[src/rtl/sfdc_pkg.sv]
// ----------------------------------------------------------------------------
// sfdc_pkg
// shared constants and types of the sync frame deframer with checksum
// ----------------------------------------------------------------------------
package sfdc_pkg;

    localparam logic [7:0] SYNC_FIRST  = 8'h55;
    localparam logic [7:0] SYNC_SECOND = 8'hAA;

    // body byte positions
    localparam logic [3:0] POS_ANGLE_LAST    = 4'd3;
    localparam logic [3:0] POS_CODE          = 4'd4;
    localparam logic [3:0] POS_VALUE_LAST    = 4'd6;
    localparam logic [3:0] POS_INTERVAL_LAST = 4'd8;
    localparam logic [3:0] POS_SEQUENCE      = 4'd9;
    localparam logic [3:0] POS_EMERGENCY     = 4'd10;
    localparam logic [3:0] POS_CHECKSUM      = 4'd11;

    // queue between front and back
    localparam int QUEUE_DEPTH = 4;
    localparam int QUEUE_PTR_W = $clog2(QUEUE_DEPTH);
    localparam int QUEUE_CNT_W = $clog2(QUEUE_DEPTH + 1);

    // one classified body byte
    typedef struct packed {
        logic [3:0] pos;
        logic [7:0] data;
    } body_entry_t;

endpackage

[src/rtl/sfdc_front.sv]
// ----------------------------------------------------------------------------
// sfdc_front
// marker hunt and body byte classification
// ----------------------------------------------------------------------------
module sfdc_front (
    input  logic                 clk,
    input  logic                 rst_n,
    input  logic                 rx_valid,
    output logic                 rx_ready,
    input  logic [7:0]           rx_byte,
    output logic                 push_valid,
    input  logic                 push_ready,
    output sfdc_pkg::body_entry_t push_entry
);

    typedef enum logic [1:0] {
        HUNT_FIRST,
        HUNT_SECOND,
        GATHER
    } phase_t;

    phase_t     phase_reg, phase_next;
    logic [3:0] pos_reg, pos_next;
    logic       xfer;

    // hunt bytes are dropped, yet every byte waits for room in the queue
    assign rx_ready   = push_ready;
    assign xfer       = rx_valid && rx_ready;
    assign push_valid = rx_valid && (phase_reg == GATHER);
    assign push_entry = '{pos: pos_reg, data: rx_byte};

    always_comb
    begin
        phase_next = phase_reg;
        pos_next   = pos_reg;
        if (xfer)
        begin
            case (phase_reg)
                HUNT_SECOND:
                begin
                    if (rx_byte == sfdc_pkg::SYNC_SECOND)
                    begin
                        phase_next = GATHER;
                        pos_next   = 4'd0;
                    end
                    else
                    begin
                        phase_next = HUNT_FIRST;
                    end
                end
                GATHER:
                begin
                    if (pos_reg >= sfdc_pkg::POS_CHECKSUM)
                    begin
                        phase_next = HUNT_FIRST;
                        pos_next   = 4'd0;
                    end
                    else
                    begin
                        pos_next = pos_reg + 4'd1;
                    end
                end
                default:
                begin
                    phase_next = (rx_byte == sfdc_pkg::SYNC_FIRST) ? HUNT_SECOND : HUNT_FIRST;
                end
            endcase
        end
    end

    always_ff @(posedge clk or negedge rst_n)
    begin
        if (!rst_n)
        begin
            phase_reg <= HUNT_FIRST;
            pos_reg   <= 4'd0;
        end
        else
        begin
            phase_reg <= phase_next;
            pos_reg   <= pos_next;
        end
    end

endmodule

[src/rtl/sfdc_queue.sv]
// ----------------------------------------------------------------------------
// sfdc_queue
// short register queue of classified body bytes
// ----------------------------------------------------------------------------
module sfdc_queue (
    input  logic                  clk,
    input  logic                  rst_n,
    input  logic                  push_valid,
    output logic                  push_ready,
    input  sfdc_pkg::body_entry_t push_entry,
    output logic                  pop_valid,
    input  logic                  pop_ready,
    output sfdc_pkg::body_entry_t pop_entry
);

    sfdc_pkg::body_entry_t                entry_reg [sfdc_pkg::QUEUE_DEPTH];
    logic [sfdc_pkg::QUEUE_PTR_W-1:0]     wr_ptr_reg, rd_ptr_reg;
    logic [sfdc_pkg::QUEUE_CNT_W-1:0]     count_reg;
    logic                                 push_xfer, pop_xfer;

    assign push_ready = (count_reg != sfdc_pkg::QUEUE_CNT_W'(sfdc_pkg::QUEUE_DEPTH));
    assign pop_valid  = (count_reg != '0);
    assign pop_entry  = entry_reg[rd_ptr_reg];
    assign push_xfer  = push_valid && push_ready;
    assign pop_xfer   = pop_valid && pop_ready;

    always_ff @(posedge clk)
    begin
        if (push_xfer)
        begin
            entry_reg[wr_ptr_reg] <= push_entry;
        end
    end

    always_ff @(posedge clk or negedge rst_n)
    begin
        if (!rst_n)
        begin
            wr_ptr_reg <= '0;
            rd_ptr_reg <= '0;
            count_reg  <= '0;
        end
        else
        begin
            if (push_xfer)
            begin
                wr_ptr_reg <= wr_ptr_reg + sfdc_pkg::QUEUE_PTR_W'(1);
            end
            if (pop_xfer)
            begin
                rd_ptr_reg <= rd_ptr_reg + sfdc_pkg::QUEUE_PTR_W'(1);
            end
            if (push_xfer && !pop_xfer)
            begin
                count_reg <= count_reg + sfdc_pkg::QUEUE_CNT_W'(1);
            end
            else if (pop_xfer && !push_xfer)
            begin
                count_reg <= count_reg - sfdc_pkg::QUEUE_CNT_W'(1);
            end
        end
    end

endmodule

[src/rtl/sfdc_back.sv]
// ----------------------------------------------------------------------------
// sfdc_back
// field assembly, checksum and emergency latch, registered result
// ----------------------------------------------------------------------------
module sfdc_back (
    input  logic                  clk,
    input  logic                  rst_n,
    input  logic                  pop_valid,
    output logic                  pop_ready,
    input  sfdc_pkg::body_entry_t pop_entry,
    output logic                  res_valid,
    input  logic                  res_ready,
    output logic [31:0]           angle_bits,
    output logic [7:0]            param_code,
    output logic [15:0]           param_value,
    output logic [15:0]           interval_bits,
    output logic [7:0]            sequence_number,
    output logic [7:0]            frame_emergency,
    output logic [7:0]            held_emergency,
    output logic                  checksum_ok
);

    logic [31:0] angle_reg;
    logic [7:0]  code_reg;
    logic [15:0] value_reg;
    logic [15:0] interval_reg;
    logic [7:0]  sequence_reg;
    logic [7:0]  emergency_reg;
    logic [7:0]  sum_reg;
    logic [7:0]  latched_reg;
    logic        res_valid_reg;
    logic        is_checksum, xfer;
    logic [3:0]  pos;
    logic [7:0]  data;

    assign pos         = pop_entry.pos;
    assign data        = pop_entry.data;
    assign is_checksum = (pos >= sfdc_pkg::POS_CHECKSUM);
    // body bytes always drain; the checksum byte needs a free result slot
    assign pop_ready   = !is_checksum || !res_valid_reg || res_ready;
    assign xfer        = pop_valid && pop_ready;
    assign res_valid   = res_valid_reg;

    // field holds and running sum
    always_ff @(posedge clk or negedge rst_n)
    begin
        if (!rst_n)
        begin
            angle_reg     <= '0;
            code_reg      <= '0;
            value_reg     <= '0;
            interval_reg  <= '0;
            sequence_reg  <= '0;
            emergency_reg <= '0;
            sum_reg       <= '0;
            latched_reg   <= '0;
        end
        else if (xfer)
        begin
            if (is_checksum)
            begin
                sum_reg <= '0;
            end
            else
            begin
                sum_reg <= sum_reg + data;
                if (pos inside {[4'd0:sfdc_pkg::POS_ANGLE_LAST]})
                begin
                    angle_reg <= {data, angle_reg[31:8]};
                end
                else if (pos == sfdc_pkg::POS_CODE)
                begin
                    code_reg <= data;
                end
                else if (pos <= sfdc_pkg::POS_VALUE_LAST)
                begin
                    value_reg <= {data, value_reg[15:8]};
                end
                else if (pos <= sfdc_pkg::POS_INTERVAL_LAST)
                begin
                    interval_reg <= {data, interval_reg[15:8]};
                end
                else if (pos == sfdc_pkg::POS_SEQUENCE)
                begin
                    sequence_reg <= data;
                end
                else
                begin
                    emergency_reg <= data;
                    if (latched_reg == 8'd0)
                    begin
                        latched_reg <= data;
                    end
                end
            end
        end
    end

    // result register
    always_ff @(posedge clk or negedge rst_n)
    begin
        if (!rst_n)
        begin
            res_valid_reg <= 1'b0;
        end
        else if (xfer && is_checksum)
        begin
            res_valid_reg <= 1'b1;
        end
        else if (res_ready)
        begin
            res_valid_reg <= 1'b0;
        end
    end

    always_ff @(posedge clk)
    begin
        if (xfer && is_checksum)
        begin
            angle_bits      <= angle_reg;
            param_code      <= code_reg;
            param_value     <= value_reg;
            interval_bits   <= interval_reg;
            sequence_number <= sequence_reg;
            frame_emergency <= emergency_reg;
            held_emergency  <= latched_reg;
            checksum_ok     <= (sum_reg == data);
        end
    end

endmodule

[src/rtl/sync_frame_deframer_checksum_unit.sv]
// ----------------------------------------------------------------------------
// sync_frame_deframer_checksum_unit
// 0x55 0xAA framed deframer with 8-bit additive checksum
// ----------------------------------------------------------------------------
// result path: checksum byte into the queue, then into the result register
// throughput: one byte per cycle while the queue has room, set by the
//   single-byte front classifier and the back that drains one queue entry
//   per cycle while no checksum byte waits for a free result slot
// reset: rst_n asynchronous; hunt restarts, queue empties, emergency latch is zero
// ----------------------------------------------------------------------------
module sync_frame_deframer_checksum_unit (
    input  logic               clk,
    input  logic               rst_n,
    // byte stream
    input  logic               rx_valid,
    output logic               rx_ready,
    input  logic [7:0]         rx_byte,
    // frame results
    output logic               res_valid,
    input  logic               res_ready,
    output logic signed [31:0] angle_increment,
    output logic [7:0]         param_code,
    output logic [15:0]        param_value,
    output logic signed [15:0] sample_interval,
    output logic [7:0]         sequence_number,
    output logic [7:0]         frame_emergency,
    output logic [7:0]         held_emergency,
    output logic               checksum_ok
);

    // front to queue
    logic                  push_valid, push_ready;
    sfdc_pkg::body_entry_t push_entry;
    // queue to back
    logic                  pop_valid, pop_ready;
    sfdc_pkg::body_entry_t pop_entry;
    // raw field bits from the back
    logic [31:0]           angle_bits;
    logic [15:0]           interval_bits;

    // front: hunts the marker, tags body bytes with their position
    sfdc_front u_front (
        .clk        (clk),
        .rst_n      (rst_n),
        .rx_valid   (rx_valid),
        .rx_ready   (rx_ready),
        .rx_byte    (rx_byte),
        .push_valid (push_valid),
        .push_ready (push_ready),
        .push_entry (push_entry)
    );

    // queue decouples hunt from a stalled result side
    sfdc_queue u_queue (
        .clk        (clk),
        .rst_n      (rst_n),
        .push_valid (push_valid),
        .push_ready (push_ready),
        .push_entry (push_entry),
        .pop_valid  (pop_valid),
        .pop_ready  (pop_ready),
        .pop_entry  (pop_entry)
    );

    // back: gathers fields, checks sum, emits one transfer per frame
    sfdc_back u_back (
        .clk             (clk),
        .rst_n           (rst_n),
        .pop_valid       (pop_valid),
        .pop_ready       (pop_ready),
        .pop_entry       (pop_entry),
        .res_valid       (res_valid),
        .res_ready       (res_ready),
        .angle_bits      (angle_bits),
        .param_code      (param_code),
        .param_value     (param_value),
        .interval_bits   (interval_bits),
        .sequence_number (sequence_number),
        .frame_emergency (frame_emergency),
        .held_emergency  (held_emergency),
        .checksum_ok     (checksum_ok)
    );

    // signed views of the little-endian fields
    assign angle_increment = $signed(angle_bits);
    assign sample_interval = $signed(interval_bits);

endmodule

[config.mk]
export PLATFORM = sky130hd
export DESIGN_NAME = sync_frame_deframer_checksum_unit
export DESIGN_NICKNAME = d
export VERILOG_FILES = /design/src/rtl/sfdc_pkg.sv /design/src/rtl/sfdc_front.sv /design/src/rtl/sfdc_queue.sv /design/src/rtl/sfdc_back.sv /design/src/rtl/sync_frame_deframer_checksum_unit.sv
export SDC_FILE = /design/constraint.sdc
export NUM_CORES = 1
export LEC_CHECK = 0
export ABC_AREA = 1
export ABC_CLOCK_PERIOD_IN_PS = 8200
export CAP_MARGIN = 10
export CORE_MARGIN = 10
export CORE_UTILIZATION = 29
export DETAILED_ROUTE_END_ITERATION = 10
export DONT_BUFFER_PORTS = 1
export PLACE_DENSITY = 0.53
export SETUP_SLACK_MARGIN = 0.2
export SYNTH_ARGS = -nofsm -noshare
export SYNTH_HDL_FRONTEND = slang
export SYNTH_SLANG_ARGS = --single-unit
[constraint.sdc]
create_clock -name clk -period 8.2 [get_ports clk]
set_input_delay 1.64 -clock clk [delete_from_list [all_inputs] [get_ports clk]]
set_output_delay 1.64 -clock clk [all_outputs]
set_load 0.05 [all_outputs]
# After elaboration in Yosys (flattened, before gate mapping)
# Memory sizes are Yosys's and may differ from the RTL's.
# Cells that the tools add are included.
word_totals:
  mem_bits_rw: 48
  elab_cells: 93
  n_memories: 1
  out_inout_bits: 99
  ff_bits: 215
  inputBits: 12
mem_list:
  columns: ["name", "words", "word_bits", "read_ports", "rd_ports_with_merged_regs", "write_ports", "line_no", "text"]
  rows:
  - ["u_queue.entry_reg", 4, 12, 1, 0, 1, "sfdc_queue.sv:16", "sfdc_pkg::body_entry_t entry_reg [sfdc_pkg::QUEUE_DEPTH];"]
op_classes:
  reduce_logical: 28
  eq_ne: 10
  n_lt_le_gt_ge: 6
  mux: 14
  add_sub_neg: 6
  n_bitwise: 6
ops:
  columns: ["op", "count"]
  rows:
  - ["AND reduction 7 bit", 2]
  - ["adder 8 bit", 1]
  - ["equality test 8 x 7 -> 1 bit (second input constant)", 1]
  - ["equality test 8 bit", 1]
  - ["equality test 8 bit (second input constant)", 1]
  - ["greater-or-equal comparator 4 bit (second input constant)", 2]
  - ["logical AND 1 bit", 8]
  - ["logical NOT 8 bit", 1]
  - ["two-way mux 4 bit", 2]
  - ["two-way mux 8 bit", 1]
  - ["case mux 4 bit (2 select lines)", 1]
  - ["AND reduction 8 bit", 1]
  - ["two-way mux 3 bit", 2]
  - ["inverter 1 bit", 6]
  - ["AND reduction 3 bit", 2]
  - ["AND reduction 6 bit", 1]
  - ["nonzero test 2 bit", 3]
  - ["two-way mux 1 bit", 5]
  - ["AND reduction 5 bit", 1]
  - ["adder 2 x 1 -> 2 bit (second input constant)", 2]
  - ["adder 4 x 1 -> 4 bit (second input constant)", 1]
  - ["equality test 4 x 3 -> 1 bit (second input constant)", 1]
  - ["equality test 4 bit (second input constant)", 1]
  - ["greater-or-equal comparator 4 x 1 -> 1 bit (second input constant)", 1]
  - ["other kinds (17)", 22]

# Logic depth before layout (Yosys ltp)
# An unclocked memory read counts as a cell.
logic_depth:
  ltp_word: 9
  mapped_depth: 17
  mapped_depth_nobuf: 15

# Cells and area by module
# A second synthesis with hierarchy kept.
hier_totals:
  hier_cells: 831
  hier_area_um2: 10292.4
modules_own_cells:
  columns: ["mod", "instances", "seq_area_each_um2", "area_each_um2", "cells_each"]
  rows:
  - ["sfdc_back", 1, 5540.3, 7339.5, 559]
  - ["sfdc_queue", 1, 1616.6, 2436.1, 199]
  - ["sfdc_front", 1, 150.1, 516.7, 73]

# Worst setup path after synthesis
# OpenSTA, ideal clock, no wires.
synth_timing:
  kind: "input -> register"
  startpoint: "in res_ready"
  endpoint: "reg u_back.angle_bits[0], enable pin"
  setup_slack_ps: 3928
  n_path_buf: 0
  path_stages: 4
  required_ps: 7749
  t_arrival_ps: 3821
  setup_time_ps: 451
  cell_sequence: "nor2_1 nand3_4 nand3_1 inv_1"
synth_between:
  elab_chain_len: 3
synth_lines:
  columns: ["element", "line_no", "text"]
  rows:
  - ["from (decl)", "sync_frame_deframer_checksum_unit.sv:20", "input logic res_ready,"]
  - ["logical OR 1 bit", "sfdc_back.sv:40", "assign pop_ready = !is_checksum || !res_valid_reg || res_ready;"]
  - ["logical AND 1 bit", "sfdc_back.sv:41", "assign xfer = pop_valid && pop_ready;"]
  - ["logical AND 1 bit", "sfdc_back.sv:118", "if (xfer && is_checksum)"]
  - ["to (signal assigned)", "sfdc_back.sv:120", "angle_bits <= angle_reg;"]
  - ["to (decl)", "sfdc_back.sv:13", "output logic [31:0] angle_bits,"]
# Every way passes these cells.
# A chain may end at the register's enable or synchronous reset.

# Worst setup path in the final report
layout_timing:
  startpoint: "reg u_queue.rd_ptr_reg[0] (netlist name)"
  endpoint: "reg u_back.param_value[14], enable pin"
layout_between:
  elab_chain_len: 7
layout_lines:
  columns: ["element", "line_no", "text"]
  rows:
  - ["from (decl)", "sfdc_queue.sv:17", "logic [sfdc_pkg::QUEUE_PTR_W-1:0] wr_ptr_reg, rd_ptr_reg;"]
  - ["from (signal assigned)", "sfdc_queue.sv:51", "rd_ptr_reg <= rd_ptr_reg + sfdc_pkg::QUEUE_PTR_W'(1);"]
  - ["memory read (4 x 12 bit) *", null, null]
  - ["greater-or-equal comparator 4 bit *", "sfdc_back.sv:38", "assign is_checksum = (pos >= sfdc_pkg::POS_CHECKSUM);"]
  - ["logical NOT 1 bit", "sfdc_back.sv:40", null]
  - ["logical OR 1 bit (2 in a row)", "sfdc_back.sv:40", null]
  - ["logical AND 1 bit", "sfdc_back.sv:41", null]
  - ["logical AND 1 bit *", "sfdc_back.sv:118", null]
  - ["to (signal assigned)", "sfdc_back.sv:122", "param_value <= value_reg;"]
  - ["to (decl)", "sfdc_back.sv:15", "output logic [15:0] param_value,"]
# Mark *: on every way between the ends. The rest lies on a longest branch, timed or not.

==> metrics.md <==
| Metric | Value |
|---|---|
| Filler cells | `3433` |
| Shortest period the worst path allows | `around 3.7 ns` |
| Hold WC Path Type | `flip-flop to flip-flop` |
| Largest net degree at the start of global routing | `119` |
| Clk sinks | `263` |
| Endpoints failing hold | `0` |
| Largest register FFs | `between 40 and 50` |
| IO buf count | `0` |
| Worst-path clk slew | `0.06 ns` |
| RSZ-0062 raised after global routing | `false` |
| Slew Limit Headroom | `between 20% and 30%` |
| GPL Wtd Cong | `0.785` |
| Worst EP arrival | `3.86 ns` |
| Initial antenna violation count | `0` |
| CP max stage delay | `1.00 ns` |
| Area Overhead vs Synth | `13.9%` |
| Grt met3 use | `2.73%` |
| Final Slew Violations | `0` |
| Setup CP Type | `flip-flop to flip-flop` |
| Vias in the first global route | `5923` |
| Root buf cell | `clkbuf_16` |
| Slowest stage cell on the critical path | `dfrtp_1` |
| First-pass GRT wire length | `35700 um` |
| DRT Pass-1 Iters | `4` |
| Row count | `68` |
| Worst hold margin | `0.441 ns` |
| Die ar. | `43300 um^2` |
| Core box area | `34700 um^2` |
| DP Wirelength | `15000 um` |
| CTS Buffer Depth | `3` |
| Layout cells sized above 1 | `12.9%` |
| Post-synthesis cell count | `819` |
| Final setup fails | `0` |
| Number of routed nets with antenna violations | `0` |
| CP top delay family | `buffers and inverters` |
| Gr ovfl total | `0` |
| Htree depth | `1` |
| Gr busiest metal | `met2` |
| Seq/Total Area, Yosys | `between 70% and 80%` |
| Fin nets | `858` |
| Synth warn | `0` |
| Num CTS Buffers | `29` |
| # DRC | `0` |
| Clock skew | `0.0152 ns` |
| Critical path required time | `8.35 ns` |
| Setup_tns | `0 ns` |
| Post-CTS Hold Fix Bufs | `0` |
| CTS tree | `built` |
| CP Buf/Inv Count | `4` |
| Syn nets | `roughly 850` |
| Number of max-cap violations | `0` |
| # diodes | `0` |
| Slew at the pin closest to its max-slew limit | `1.10 ns` |
| Global Route met1 Usage | `between 10 and 15%` |
| Crit share post-route | `45.3%` |
| Leading area contributor after synthesis | `edfxtp_1` |
| Number of I/O pins | `111` |
| CTS resizes | `0` |
| Wire length per cell | `about 18 um` |
| Synthesized flop and latch total | `263` |
| Worst Setup End Kind | `flip-flop` |
| Fmax | `0.269 GHz` |
| Post-synth cell types | `41` |
| Routed vias | `approximately 5800` |
| Synth area leaders | `edfxtp_1 (42%), dfrtp_1 (29%), nand2_1 (8.2%)` |
| Starting DRT DRC Count | `~270` |
| Status | `finished clean` |
| Most used cell, CP | `nand3_1` |
| Setup bufs post-CTS | `0` |
| Mapped Avg Cell Area | `12.5 um^2` |
| Chip Height | `208 um` |
| Starting density of the core | `29.6%` |
| Yosys top cell area share | `between 40 and 50%` |
| Routed vias/inst | `4.48` |
| Worst-path cell chain | `inv_8 -> nand2_1 -> nand3_1 -> nand2_2 -> inv_2 -> nand3_4 -> nand3_1 -> inv_4 -> buf_4` |
| Final WL | `22900 um` |
| Grt met2 use | `15.9%` |
| Max FO, Critical Path | `76` |
| Mapped Area | `10300 um^2` |
| Chip width | `~210 um` |
| Nature of the critical path startpoint | `flip-flop` |
| Clock latency on the worst-skew pair | `0.54 ns` |
| GRT Resource Usage Total | `10.2%` |
-- placed cells by master, fill, tap and decap left out, types with 3 or more instances in the layout --
cell | synthesis | layout
o21ai_1 | 14 | 14
nand3_2 | 7 | 8
nand2_2 | 13 | 13
nor2_1 | 27 | 27
ha_1 | 15 | 15
inv_1 | 54 | 53
nand2_1 | 224 | 224
edfxtp_1 | 145 | 145
nand3_1 | 22 | 21
o21ai_2 | 8 | 8
o21bai_1 | 6 | 6
a32oi_1 | 4 | 4
clkinv_1 | 0 | 4
buf_4 | 5 | 7
clkbuf_16 | 0 | 31
mux2_2 | 9 | 9
clkinvlp_4 | 0 | 3
a21oi_1 | 23 | 23
bufinv_16 | 0 | 3
xor2_1 | 5 | 5
dfrtp_1 | 118 | 118
o21ai_0 | 30 | 30
clkinv_2 | 0 | 3
nand4_1 | 29 | 29
nor4_1 | 7 | 7
clkbuf_1 | 3 | 3
xnor2_1 | 5 | 5
a32oi_2 | 3 | 3
-- per-layer routing --
layer	share of wire (%)	vias up	wire length, um
met4	2.0	0	463
met2	45	139	10200
met3	5.9	33	1360
met1	47	2845	10800
li1	-	2831	-
met5	0	-	0
-- synth_stat cells (all sizes together) --
| cell | count |
|---|---|
| inv | 58 |
| o211ai | 1 |
| nand4 | 29 |
| a32oi | 7 |
| nor4 | 7 |
| mux2 | 9 |
| nor2 | 31 |
| nand3b | 1 |
| o21ai | 52 |
| edfxtp | 145 |
| nor3 | 3 |
| xnor2 | 5 |
| clkbuf | 4 |
| nand2 | 239 |
| dfrtp | 118 |
| nand3 | 31 |
| ha | 15 |
| buf | 24 |
| a21oi | 23 |
| or2 | 3 |
| fa | 2 |
| and2 | 1 |
| xor2 | 5 |
| o21bai | 6 |
-- path summary, 6_finish.rpt --
| kind | from | to | slack [ns] | cells after the start |
|---|---|---|---|---|
| worst min register to register | u_back.angle_reg[7] | u_back.angle_bits[7] | 0.44 | 0 |
| worst max register to register | u_queue.rd_ptr_reg[0] | u_back.param_value[14] | 4.49 | 9 |
| worst max-delay path | u_queue.rd_ptr_reg[0] | u_back.param_value[14] | 4.49 | 9 |
| worst min-delay path | u_back.angle_reg[7] | u_back.angle_bits[7] | 0.44 | 0 |
| min in group asynchronous | rst_n | u_back.value_reg[1] | 0.80 | 0 |
| max in group asynchronous | rst_n | u_front.pos_reg[2] | 7.17 | 0 |
-- logic make-up after synthesis --
kind of cell,after synthesis,share of synthesized area [%]
AND/OR/NAND/NOR,345,15.4
flip-flops,263,71.1
AO/OA/AOI/OAI,89,5.27
buffers and inverters,86,4.15
adder cells (fa/ha/maj),17,2.22
XOR/XNOR,10,0.853
multiplexers,9,0.987
-- per-stage QoR --
stage                     worst slack [ns]  std cells  utilization, %  cell area [um^2]
after CTS                             4.45       1306            33.7             11700
after detailed placement              4.42       1253            30.8             10700
final                                 4.49       1306            33.7             11700
after global routing                  4.09       1306            33.7             11700
after floorplan                       3.93        819               -             10300
after global placement                4.45       1253            30.8             10700
-- final cells by class --
class / count / area [um^2] / share of cell area [%]
sequential: 263 / 7310 / 62.5
multi-input combinational: 470 / 2540 / 21.7
clock buffer: 36 / 815 / 6.96
tap: 455 / 569 / 4.87
inverter: 58 / 230 / 1.97
clock inverter: 17 / 180 / 1.54
timing repair buffer: 7 / 52.6 / 0.449
Power is not shown: default switching activity piles up to over one toggle a cycle in this logic, so the estimate is an artifact.
